==> config.mk <==
export PLATFORM = sky130hd
export DESIGN_NAME = occupancy_lamp_dimmer_flat
export DESIGN_NICKNAME = d
export VERILOG_FILES = /design/src/rtl/old_pkg.sv /design/src/rtl/old_ifs.sv /design/src/rtl/old_cfg_regs.sv /design/src/rtl/old_in_stage.sv /design/src/rtl/old_core.sv /design/src/rtl/occupancy_lamp_dimmer.sv /design/src/flat_wrapper.sv
export SDC_FILE = /design/constraint.sdc
export NUM_CORES = 1
export LEC_CHECK = 0
export BUFFER_PORTS_ARGS = -buffer_cell sky130_fd_sc_hd__buf_2
export CAP_MARGIN = 25
export CORE_MARGIN = 4
export CORE_UTILIZATION = 30
export DETAILED_ROUTE_END_ITERATION = 6
export GPL_ROUTABILITY_DRIVEN = 0
export RECOVER_POWER = 100
export SLEW_MARGIN = 0
export SYNTH_ARGS = -nofsm -noshare
export SYNTH_HDL_FRONTEND = slang
export SYNTH_SLANG_ARGS = --single-unit
==> constraint.sdc <==
create_clock -name clk -period 2.7 [get_ports clk]
set_input_delay 0.54 -clock clk [delete_from_list [all_inputs] [get_ports clk]]
set_output_delay 0.54 -clock clk [all_outputs]
set_load 0.01 [all_outputs]
==> src/rtl/old_pkg.sv <==
// Package for the occupancy lamp dimmer: event codes, configuration register
// indexes, reset values and the configuration and event bundle types.
// No dependencies.
package old_pkg;

  localparam int OP_W       = 3;
  localparam int LEVEL_W    = 8;
  localparam int SECONDS_W  = 16;
  localparam int CFG_IDX_W  = 3;
  localparam int CFG_DATA_W = 16;

  // Event codes
  localparam logic [OP_W-1:0] OP_TICK        = 3'd0;
  localparam logic [OP_W-1:0] OP_QUICK_PRESS = 3'd1;
  localparam logic [OP_W-1:0] OP_LONG_PRESS  = 3'd2;
  localparam logic [OP_W-1:0] OP_REMOTE_ON   = 3'd3;
  localparam logic [OP_W-1:0] OP_REMOTE_OFF  = 3'd4;

  // Configuration register indexes
  localparam logic [CFG_IDX_W-1:0] REG_RAMP_STEP_WAIT      = 3'd0;
  localparam logic [CFG_IDX_W-1:0] REG_BRIGHT_STEP         = 3'd1;
  localparam logic [CFG_IDX_W-1:0] REG_MOTION_HOLD_SECONDS = 3'd2;
  localparam logic [CFG_IDX_W-1:0] REG_OFF_LOCK_SECONDS    = 3'd3;
  localparam logic [CFG_IDX_W-1:0] REG_TICKS_PER_SECOND    = 3'd4;
  localparam logic [CFG_IDX_W-1:0] REG_MANUAL_MODE         = 3'd5;
  localparam logic [CFG_IDX_W-1:0] REG_ALWAYS_AUTO         = 3'd6;

  // Reset values
  localparam logic [LEVEL_W-1:0]   RST_RAMP_STEP_WAIT      = 8'd0;
  localparam logic [LEVEL_W-1:0]   RST_BRIGHT_STEP         = 8'd1;
  localparam logic [SECONDS_W-1:0] RST_MOTION_HOLD_SECONDS = 16'd60;
  localparam logic [SECONDS_W-1:0] RST_OFF_LOCK_SECONDS    = 16'd60;
  localparam logic [LEVEL_W-1:0]   RST_TICKS_PER_SECOND    = 8'd99;

  localparam logic [LEVEL_W-1:0] LEVEL_FULL = 8'd255;

  typedef struct packed {
    logic [LEVEL_W-1:0]   ramp_step_wait;
    logic [LEVEL_W-1:0]   bright_step;
    logic [SECONDS_W-1:0] motion_hold_seconds;
    logic [SECONDS_W-1:0] off_lock_seconds;
    logic [LEVEL_W-1:0]   ticks_per_second;
    logic                 manual_mode;
    logic                 always_auto;
  } cfg_t;

  typedef struct packed {
    logic [OP_W-1:0] op;
    logic            motion_detected;
    logic            night;
  } event_t;

endpackage

==> src/rtl/old_ifs.sv <==
// Valid/ready channel interfaces for the occupancy lamp dimmer: events in,
// status results out, configuration writes. Depends on old_pkg.
interface old_in_if;
  logic                       valid;
  logic                       ready;
  logic [old_pkg::OP_W-1:0]   op;
  logic                       motion_detected;
  logic                       night;
  modport source (output valid, op, motion_detected, night, input ready);
  modport sink   (input valid, op, motion_detected, night, output ready);
endinterface

interface old_out_if;
  logic                         valid;
  logic                         ready;
  logic [old_pkg::LEVEL_W-1:0]  pwm_duty;
  logic                         lamp_on;
  logic                         indicator;
  logic                         locked_on;
  logic                         locked_off;
  modport source (output valid, pwm_duty, lamp_on, indicator, locked_on, locked_off,
                  input ready);
  modport sink   (input valid, pwm_duty, lamp_on, indicator, locked_on, locked_off,
                  output ready);
endinterface

interface old_cfg_if;
  logic                            valid;
  logic                            ready;
  logic [old_pkg::CFG_IDX_W-1:0]   index;
  logic [old_pkg::CFG_DATA_W-1:0]  data;
  modport source (output valid, index, data, input ready);
  modport sink   (input valid, index, data, output ready);
endinterface

==> src/rtl/old_cfg_regs.sv <==
// Configuration register file for the occupancy lamp dimmer.
// Depends on old_pkg and old_cfg_if.
module old_cfg_regs (
  input  logic           clk,
  input  logic           rst,
  old_cfg_if.sink        cfg,
  output old_pkg::cfg_t  regs
);

  assign cfg.ready = 1'b1;

  always_ff @(posedge clk) begin
    if (rst) begin
      regs.ramp_step_wait      <= old_pkg::RST_RAMP_STEP_WAIT;
      regs.bright_step         <= old_pkg::RST_BRIGHT_STEP;
      regs.motion_hold_seconds <= old_pkg::RST_MOTION_HOLD_SECONDS;
      regs.off_lock_seconds    <= old_pkg::RST_OFF_LOCK_SECONDS;
      regs.ticks_per_second    <= old_pkg::RST_TICKS_PER_SECOND;
      regs.manual_mode         <= 1'b0;
      regs.always_auto         <= 1'b0;
    end else if (cfg.valid) begin
      case (cfg.index)
        old_pkg::REG_RAMP_STEP_WAIT:
          regs.ramp_step_wait <= cfg.data[old_pkg::LEVEL_W-1:0];
        old_pkg::REG_BRIGHT_STEP:
          regs.bright_step <= cfg.data[old_pkg::LEVEL_W-1:0];
        old_pkg::REG_MOTION_HOLD_SECONDS:
          regs.motion_hold_seconds <= cfg.data[old_pkg::SECONDS_W-1:0];
        old_pkg::REG_OFF_LOCK_SECONDS:
          regs.off_lock_seconds <= cfg.data[old_pkg::SECONDS_W-1:0];
        old_pkg::REG_TICKS_PER_SECOND:
          regs.ticks_per_second <= cfg.data[old_pkg::LEVEL_W-1:0];
        old_pkg::REG_MANUAL_MODE:
          regs.manual_mode <= cfg.data[0];
        old_pkg::REG_ALWAYS_AUTO:
          regs.always_auto <= cfg.data[0];
        default: ;
      endcase
    end
  end

endmodule

==> src/rtl/old_in_stage.sv <==
// Input register stage: captures one event per transfer and hands it to the
// state update stage. Depends on old_pkg and old_in_if.
module old_in_stage (
  input  logic             clk,
  input  logic             rst,
  old_in_if.sink           in_ch,
  output logic             evt_valid,
  output old_pkg::event_t  evt,
  input  logic             evt_take
);

  assign in_ch.ready = !evt_valid || evt_take;

  always_ff @(posedge clk) begin
    if (rst) begin
      evt_valid <= 1'b0;
    end else if (in_ch.ready) begin
      evt_valid <= in_ch.valid;
    end
  end

  always_ff @(posedge clk) begin
    if (in_ch.valid && in_ch.ready) begin
      evt.op              <= in_ch.op;
      evt.motion_detected <= in_ch.motion_detected;
      evt.night           <= in_ch.night;
    end
  end

endmodule

==> src/rtl/old_core.sv <==
// Lamp state update and result register: brightness ramp, one-second divider,
// motion hold and lock timers. Depends on old_pkg and old_out_if.
module old_core (
  input  logic             clk,
  input  logic             rst,
  input  old_pkg::cfg_t    regs,
  input  logic             evt_valid,
  input  old_pkg::event_t  evt,
  output logic             evt_take,
  old_out_if.source        out_ch
);

  logic                            light_on, light_on_next;
  logic                            lock_on, lock_on_next;
  logic                            lock_off, lock_off_next;
  logic [old_pkg::LEVEL_W-1:0]     target_level, target_level_next;
  logic [old_pkg::LEVEL_W-1:0]     current_level, current_level_next;
  logic [old_pkg::LEVEL_W-1:0]     ramp_count, ramp_count_next;
  logic [old_pkg::LEVEL_W-1:0]     second_count, second_count_next;
  logic [old_pkg::SECONDS_W-1:0]   hold_count, hold_count_next;
  logic                            indicator_led, indicator_led_next;
  logic [old_pkg::LEVEL_W:0]       ramp_sum;
  logic [old_pkg::LEVEL_W:0]       target_sum;
  logic                            out_valid;

  assign evt_take   = evt_valid && (!out_valid || out_ch.ready);
  assign ramp_sum   = {1'b0, current_level} + {1'b0, regs.bright_step};
  assign target_sum = {1'b0, target_level} + {1'b0, regs.bright_step};

  always_comb begin
    light_on_next      = light_on;
    lock_on_next       = lock_on;
    lock_off_next      = lock_off;
    target_level_next  = target_level;
    current_level_next = current_level;
    ramp_count_next    = ramp_count;
    second_count_next  = second_count;
    hold_count_next    = hold_count;
    indicator_led_next = indicator_led;

    case (evt.op)
      old_pkg::OP_TICK: begin
        // brightness follows the switch state seen before this tick
        if (light_on) begin
          if (target_level < current_level) begin
            current_level_next = target_level;
          end else if (target_level > current_level) begin
            if (ramp_count != '0) begin
              ramp_count_next = ramp_count - 1'b1;
            end else begin
              ramp_count_next    = regs.ramp_step_wait;
              current_level_next = ramp_sum[old_pkg::LEVEL_W] ? target_level
                                                              : ramp_sum[old_pkg::LEVEL_W-1:0];
            end
          end
        end else begin
          current_level_next = '0;
        end

        if (second_count != '0) begin
          second_count_next = second_count - 1'b1;
        end else begin
          second_count_next  = regs.ticks_per_second;
          indicator_led_next = !indicator_led;
          if (!regs.manual_mode && !lock_on) begin
            if (lock_off) begin
              if (hold_count != '0) begin
                hold_count_next = hold_count - 1'b1;
              end else begin
                lock_off_next = 1'b0;
              end
            end else if (regs.always_auto || evt.night) begin
              if (evt.motion_detected) begin
                hold_count_next    = regs.motion_hold_seconds;
                light_on_next      = 1'b1;
                indicator_led_next = 1'b1;
              end else if (hold_count != '0) begin
                hold_count_next = hold_count - 1'b1;
              end else begin
                light_on_next      = 1'b0;
                indicator_led_next = 1'b0;
              end
            end
          end
        end
      end
      old_pkg::OP_QUICK_PRESS: begin
        if (light_on && lock_on) begin
          light_on_next   = 1'b0;
          lock_off_next   = 1'b1;
          lock_on_next    = 1'b0;
          hold_count_next = regs.off_lock_seconds;
        end else begin
          light_on_next = 1'b1;
          lock_on_next  = 1'b1;
          lock_off_next = 1'b0;
        end
      end
      old_pkg::OP_LONG_PRESS: begin
        if (light_on) begin
          // wrap to zero past full scale
          target_level_next = target_sum[old_pkg::LEVEL_W] ? '0
                                                           : target_sum[old_pkg::LEVEL_W-1:0];
        end else begin
          target_level_next = old_pkg::LEVEL_FULL;
        end
      end
      old_pkg::OP_REMOTE_ON: begin
        light_on_next = 1'b1;
        lock_on_next  = 1'b1;
        lock_off_next = 1'b0;
      end
      old_pkg::OP_REMOTE_OFF: begin
        light_on_next   = 1'b0;
        lock_off_next   = 1'b1;
        lock_on_next    = 1'b0;
        hold_count_next = regs.off_lock_seconds;
      end
      default: ;
    endcase
  end

  always_ff @(posedge clk) begin
    if (rst) begin
      light_on      <= 1'b0;
      lock_on       <= 1'b0;
      lock_off      <= 1'b0;
      target_level  <= '0;
      current_level <= '0;
      ramp_count    <= old_pkg::RST_RAMP_STEP_WAIT;
      second_count  <= '0;
      hold_count    <= '0;
      indicator_led <= 1'b0;
      out_valid     <= 1'b0;
    end else begin
      if (evt_take) begin
        light_on      <= light_on_next;
        lock_on       <= lock_on_next;
        lock_off      <= lock_off_next;
        target_level  <= target_level_next;
        current_level <= current_level_next;
        ramp_count    <= ramp_count_next;
        second_count  <= second_count_next;
        hold_count    <= hold_count_next;
        indicator_led <= indicator_led_next;
        out_valid     <= 1'b1;
      end else if (out_ch.ready) begin
        out_valid <= 1'b0;
      end
    end
  end

  // result register: snapshot of the state after the event
  always_ff @(posedge clk) begin
    if (evt_take) begin
      out_ch.pwm_duty   <= current_level_next;
      out_ch.lamp_on    <= light_on_next;
      out_ch.indicator  <= indicator_led_next;
      out_ch.locked_on  <= lock_on_next;
      out_ch.locked_off <= lock_off_next;
    end
  end

  assign out_ch.valid = out_valid;

endmodule

==> src/rtl/occupancy_lamp_dimmer.sv <==
// Occupancy lamp dimmer: one status result for every accepted event.
// The input register captures each event, then the state update writes the
// result register. Throughput: one event per cycle while the result is not
// stalled, set by the combinational state update; a stalled result holds
// one more event in the input register, then input transfers stop.
// Reset (rst, synchronous): clears lamp state and loads register defaults.
module occupancy_lamp_dimmer (
  input  logic       clk,
  input  logic       rst,
  old_in_if.sink     in_ch,
  old_out_if.source  out_ch,
  old_cfg_if.sink    cfg
);

  old_pkg::cfg_t    regs;
  old_pkg::event_t  evt;
  logic             evt_valid;
  logic             evt_take;

  old_cfg_regs u_cfg_regs (
    .clk  (clk),
    .rst  (rst),
    .cfg  (cfg),
    .regs (regs)
  );

  old_in_stage u_in_stage (
    .clk       (clk),
    .rst       (rst),
    .in_ch     (in_ch),
    .evt_valid (evt_valid),
    .evt       (evt),
    .evt_take  (evt_take)
  );

  old_core u_core (
    .clk       (clk),
    .rst       (rst),
    .regs      (regs),
    .evt_valid (evt_valid),
    .evt       (evt),
    .evt_take  (evt_take),
    .out_ch    (out_ch)
  );

endmodule

==> src/flat_wrapper.sv <==
// flat-port wrapper written by rule: the top's interface ports become plain ports
module occupancy_lamp_dimmer_flat 
  (clk, rst, in_ch_valid, in_ch_op, in_ch_motion_detected, in_ch_night, in_ch_ready, out_ch_valid, out_ch_pwm_duty, out_ch_lamp_on, out_ch_indicator, out_ch_locked_on, out_ch_locked_off, out_ch_ready, cfg_valid, cfg_index, cfg_data, cfg_ready);
  old_in_if in_ch_i ();
  old_out_if out_ch_i ();
  old_cfg_if cfg_i ();
  input  logic clk;
  input  logic rst;
  input wire logic [$bits(in_ch_i.valid)-1:0] in_ch_valid;
  input wire logic [$bits(in_ch_i.op)-1:0] in_ch_op;
  input wire logic [$bits(in_ch_i.motion_detected)-1:0] in_ch_motion_detected;
  input wire logic [$bits(in_ch_i.night)-1:0] in_ch_night;
  output wire logic [$bits(in_ch_i.ready)-1:0] in_ch_ready;
  output wire logic [$bits(out_ch_i.valid)-1:0] out_ch_valid;
  output wire logic [$bits(out_ch_i.pwm_duty)-1:0] out_ch_pwm_duty;
  output wire logic [$bits(out_ch_i.lamp_on)-1:0] out_ch_lamp_on;
  output wire logic [$bits(out_ch_i.indicator)-1:0] out_ch_indicator;
  output wire logic [$bits(out_ch_i.locked_on)-1:0] out_ch_locked_on;
  output wire logic [$bits(out_ch_i.locked_off)-1:0] out_ch_locked_off;
  input wire logic [$bits(out_ch_i.ready)-1:0] out_ch_ready;
  input wire logic [$bits(cfg_i.valid)-1:0] cfg_valid;
  input wire logic [$bits(cfg_i.index)-1:0] cfg_index;
  input wire logic [$bits(cfg_i.data)-1:0] cfg_data;
  output wire logic [$bits(cfg_i.ready)-1:0] cfg_ready;
  assign in_ch_i.valid = in_ch_valid;
  assign in_ch_i.op = in_ch_op;
  assign in_ch_i.motion_detected = in_ch_motion_detected;
  assign in_ch_i.night = in_ch_night;
  assign in_ch_ready = in_ch_i.ready;
  assign out_ch_valid = out_ch_i.valid;
  assign out_ch_pwm_duty = out_ch_i.pwm_duty;
  assign out_ch_lamp_on = out_ch_i.lamp_on;
  assign out_ch_indicator = out_ch_i.indicator;
  assign out_ch_locked_on = out_ch_i.locked_on;
  assign out_ch_locked_off = out_ch_i.locked_off;
  assign out_ch_i.ready = out_ch_ready;
  assign cfg_i.valid = cfg_valid;
  assign cfg_i.index = cfg_index;
  assign cfg_i.data = cfg_data;
  assign cfg_ready = cfg_i.ready;
  occupancy_lamp_dimmer u_core (.clk(clk), .rst(rst), .in_ch(in_ch_i), .out_ch(out_ch_i), .cfg(cfg_i));
endmodule
==> impl_metrics.json <==
{
  "grtUsageTotal_pct": 15.2,
  "synth_area_per_cell_um2": 7.99,
  "fin_tns_setup_ps": 0,
  "slew_headroom_pct": 35.6,
  "p_leak_uw": 0.00306,
  "ant_nets": 0,
  "rsz0062_at_grt": "false",
  "fill_cells": 2426,
  "core_um2": 22700,
  "start_util_pct": 30.6,
  "fin_skew_ps": 12.8,
  "die_x_um": 160,
  "fmax_mhz": 392,
  "netlist_area_um2": 6960,
  "critPathSlowestCell": "dfxtp_1",
  "multiInputGateArea_um2": 3970,
  "setup_viol": 0,
  "peakVddDrop_mv": 0.414,
  "cp_top_family": "simple AND/OR/NAND/NOR gates",
  "die-height_um": 160,
  "crit_path_end_kind": "flop",
  "min_path_type": "input port to flop",
  "areaGrowthSynthToFinish_pct": 17.6,
  "ys.flop_type": "dfxtp_1",
  "grt_antenna_before_repair": 5,
  "power-per-cell-area_nw_per_um2": 596,
  "cts_resized": 0,
  "max_cap_violations": 0,
  "seq_area_um2": 2750,
  "syn-num-nets": 929,
  "rows": 55,
  "ys_ff_latch": 129,
  "clkSinkCount": 129,
  "hold_buffers": 0,
  "syn-instance-count": 871,
  "drv_slew": 0,
  "firstDrtPassIters": 5,
  "ctsHtreeMaxLevel": 4,
  "period_needed_ps": 2550,
  "port_buffers": 42,
  "drive_above_1_share_pct": 12.0,
  "cpPeakStageDelay_ps": 450,
  "postCtsSetupBuffers": 0,
  "via_count": 6543,
  "synth.distinct_cells": 76,
  "clock_latency_ps": 430,
  "grt_max_degree": 94,
  "cp_cell_sequence": "inv_1 -> ha_1 -> and4_1 -> and3_2 -> nor2_1 -> o211ai_1 -> clkbuf_2 -> or3_1 -> a31oi_1",
  "status": "finished clean",
  "worstPathMaxFanout": 13,
  "wl_per_cell_um": 16.1,
  "final_hold_viol_count": 0,
  "tightest_slew_ps": 965,
  "dieArea_um2": 25700,
  "p_total_uw": 4870,
  "hpwl_um": 13900,
  "grt_pass1_vias": 6129,
  "synth_warnings": 0,
  "tritoncts": "done",
  "grt-ovfl-total": 0,
  "cp.arrival_ps": 2880,
  "root_buffer": "clkbuf_16",
  "drc": 0,
  "async_flop_share_pct": 0,
  "drt_wl_total_um": 19700,
  "clk_pin_slew_ps": 60,
  "nets": 981,
  "avgViaCountPerCell": 5.35,
  "synth-edff-count": 17,
  "worst-setup-path-type": "flop to flop",
  "grt_first_pass_wirelength_um": 32100,
  "numCtsBuffers": 17,
  "worst_setup_path_start_kind": "flop",
  "pin_count": 44,
  "period_share_pct": 94.4,
  "clk_path_buf_depth": 2,
  "ys_seq_area_share_pct": 39.6,
  "required_ps": 3040,
  "crit_buf_inv": 2,
  "drt-initial-drc-count": 451
}
cells in the mapped netlist (8+ instances only):
library cell  count  area (um^2)
nand2_1         165          619
dfxtp_1         112         2240
a21oi_1         110          551
nor2_1           54          203
o21ai_0          51          255
clkbuf_1         37          139
nand3_1          37          185
nor3_1           30          150
ha_1             27          338
inv_1            22         82.6
edfxtp_1         17          510
o211ai_1         13         97.6
or3_1            12         75.1
nand4_1           9         56.3
nor2b_1           9         56.3
xnor2_1           9         78.8
a31oi_1           8         50.1
mux2i_1           8         80.1
nand2b_1          8         50.1
o31ai_1           8         60.1
cells in the final DEF, fill, tap and decap left out, types with 6 or more instances in the layout:
cell | netlist | routed
nand2_1 | 165 | 165
dfxtp_1 | 112 | 112
a21oi_1 | 110 | 109
nor2_1 | 54 | 54
o21ai_0 | 51 | 51
nand3_1 | 37 | 37
nor3_1 | 30 | 30
ha_1 | 27 | 27
buf_4 | 1 | 26
buf_2 | 3 | 24
inv_1 | 22 | 22
clkbuf_1 | 37 | 22
clkbuf_16 | 0 | 17
edfxtp_1 | 17 | 17
o211ai_1 | 13 | 13
or3_1 | 12 | 13
xnor2_1 | 9 | 9
nor2b_1 | 9 | 9
nand4_1 | 9 | 9
a31oi_1 | 8 | 8
o31ai_1 | 8 | 8
mux2i_1 | 8 | 8
nand2b_1 | 8 | 8
inv_6 | 0 | 7
a21o_1 | 6 | 6
state kept, by name, summed over array words and instances, names as in the netlist:
name	flops
u_core.u_cfg_regs.regs	58
u_core.u_core.current_level	8
u_core.u_core.hold_count	16
u_core.u_core.indicator_led	1
u_core.u_core.light_on	1
u_core.u_core.lock_off	1
u_core.u_core.lock_on	1
u_core.u_core.out_ch.indicator	1
u_core.u_core.out_ch.lamp_on	1
u_core.u_core.out_ch.locked_off	1
u_core.u_core.out_ch.locked_on	1
u_core.u_core.out_ch.pwm_duty	8
u_core.u_core.out_ch.valid	1
u_core.u_core.ramp_count	8
u_core.u_core.second_count	8
u_core.u_core.target_level	8
u_core.u_in_stage.evt	5
u_core.u_in_stage.evt_valid	1
cells by family after synthesis:
family	synth area share, %
xor gates and xnor gates	1.39
and+or+nand+nor	25.1
buffers and inverters	3.58
muxes	1.48
AOI/OAI and AO/OA	23.3
DFF	39.6
adders and majority gates	5.43
other	0.0539
per-layer routing:
| layer | GRT usage [%] | share of wire, % |
|---|---|---|
| met3 | 3.69 | 5.8 |
| met4 | 4.22 | 1.4 |
| met1 | 21.3 | 49 |
| met2 | 23.4 | 44 |
| met5 | 0 | 0.20 |
final timing paths:
path	startpoint	end	slack, ps	depth (start not counted)
hold reg to reg	u_core.u_cfg_regs.regs[18]$_SDFFE_PP0P_	u_core.u_cfg_regs.regs[18]$_SDFFE_PP0P_	450	2
setup reg to reg	u_core.u_core.current_level[1]$_SDFFE_PP0P_	u_core.u_core.ramp_count[0]$_SDFFE_PP0P_	150	9
hold / removal	in_ch_op[0]	u_core.u_in_stage.evt[2]$_DFFE_PP_	290	1
setup / recovery	u_core.u_core.current_level[1]$_SDFFE_PP0P_	u_core.u_core.ramp_count[0]$_SDFFE_PP0P_	150	9
metrics by stage:
step           cell area [um^2]  std cells  worst slack, ps  hold slack (ps)  util, %
2_1_floorplan              6960        871              293              433        -
3_3_place_gp               7630       1189             94.9              445     33.6
3_5_place_dp               7630       1189             38.9              447     33.6
4_1_cts                    8200       1221             23.5              280     36.1
5_1_grt                    8170       1222             11.3              277     36.0
6_report                   8180       1223              152              292     36.0
power breakdown:
| part | total (uW) | switching, uW | internal [uW] |
|---|---|---|---|
| sequential | 2040 | 40.7 | 2000 |
| combinational | 590 | 376 | 214 |
| clock | 2240 | 952 | 1290 |
area by class of cell:
class / instances / area share (%)
Multi-Input combinational cell: 678 / 48.5
Sequential cell: 129 / 33.7
Timing Repair Buffer: 75 / 5.42
Clock buffer: 17 / 5.20
Tap cell: 285 / 4.36
Clock inverter: 15 / 1.78
Inverter: 22 / 1.01
Antenna cell: 2 / 0.0612
Note: power is estimated with default switching activity, not from simulation.
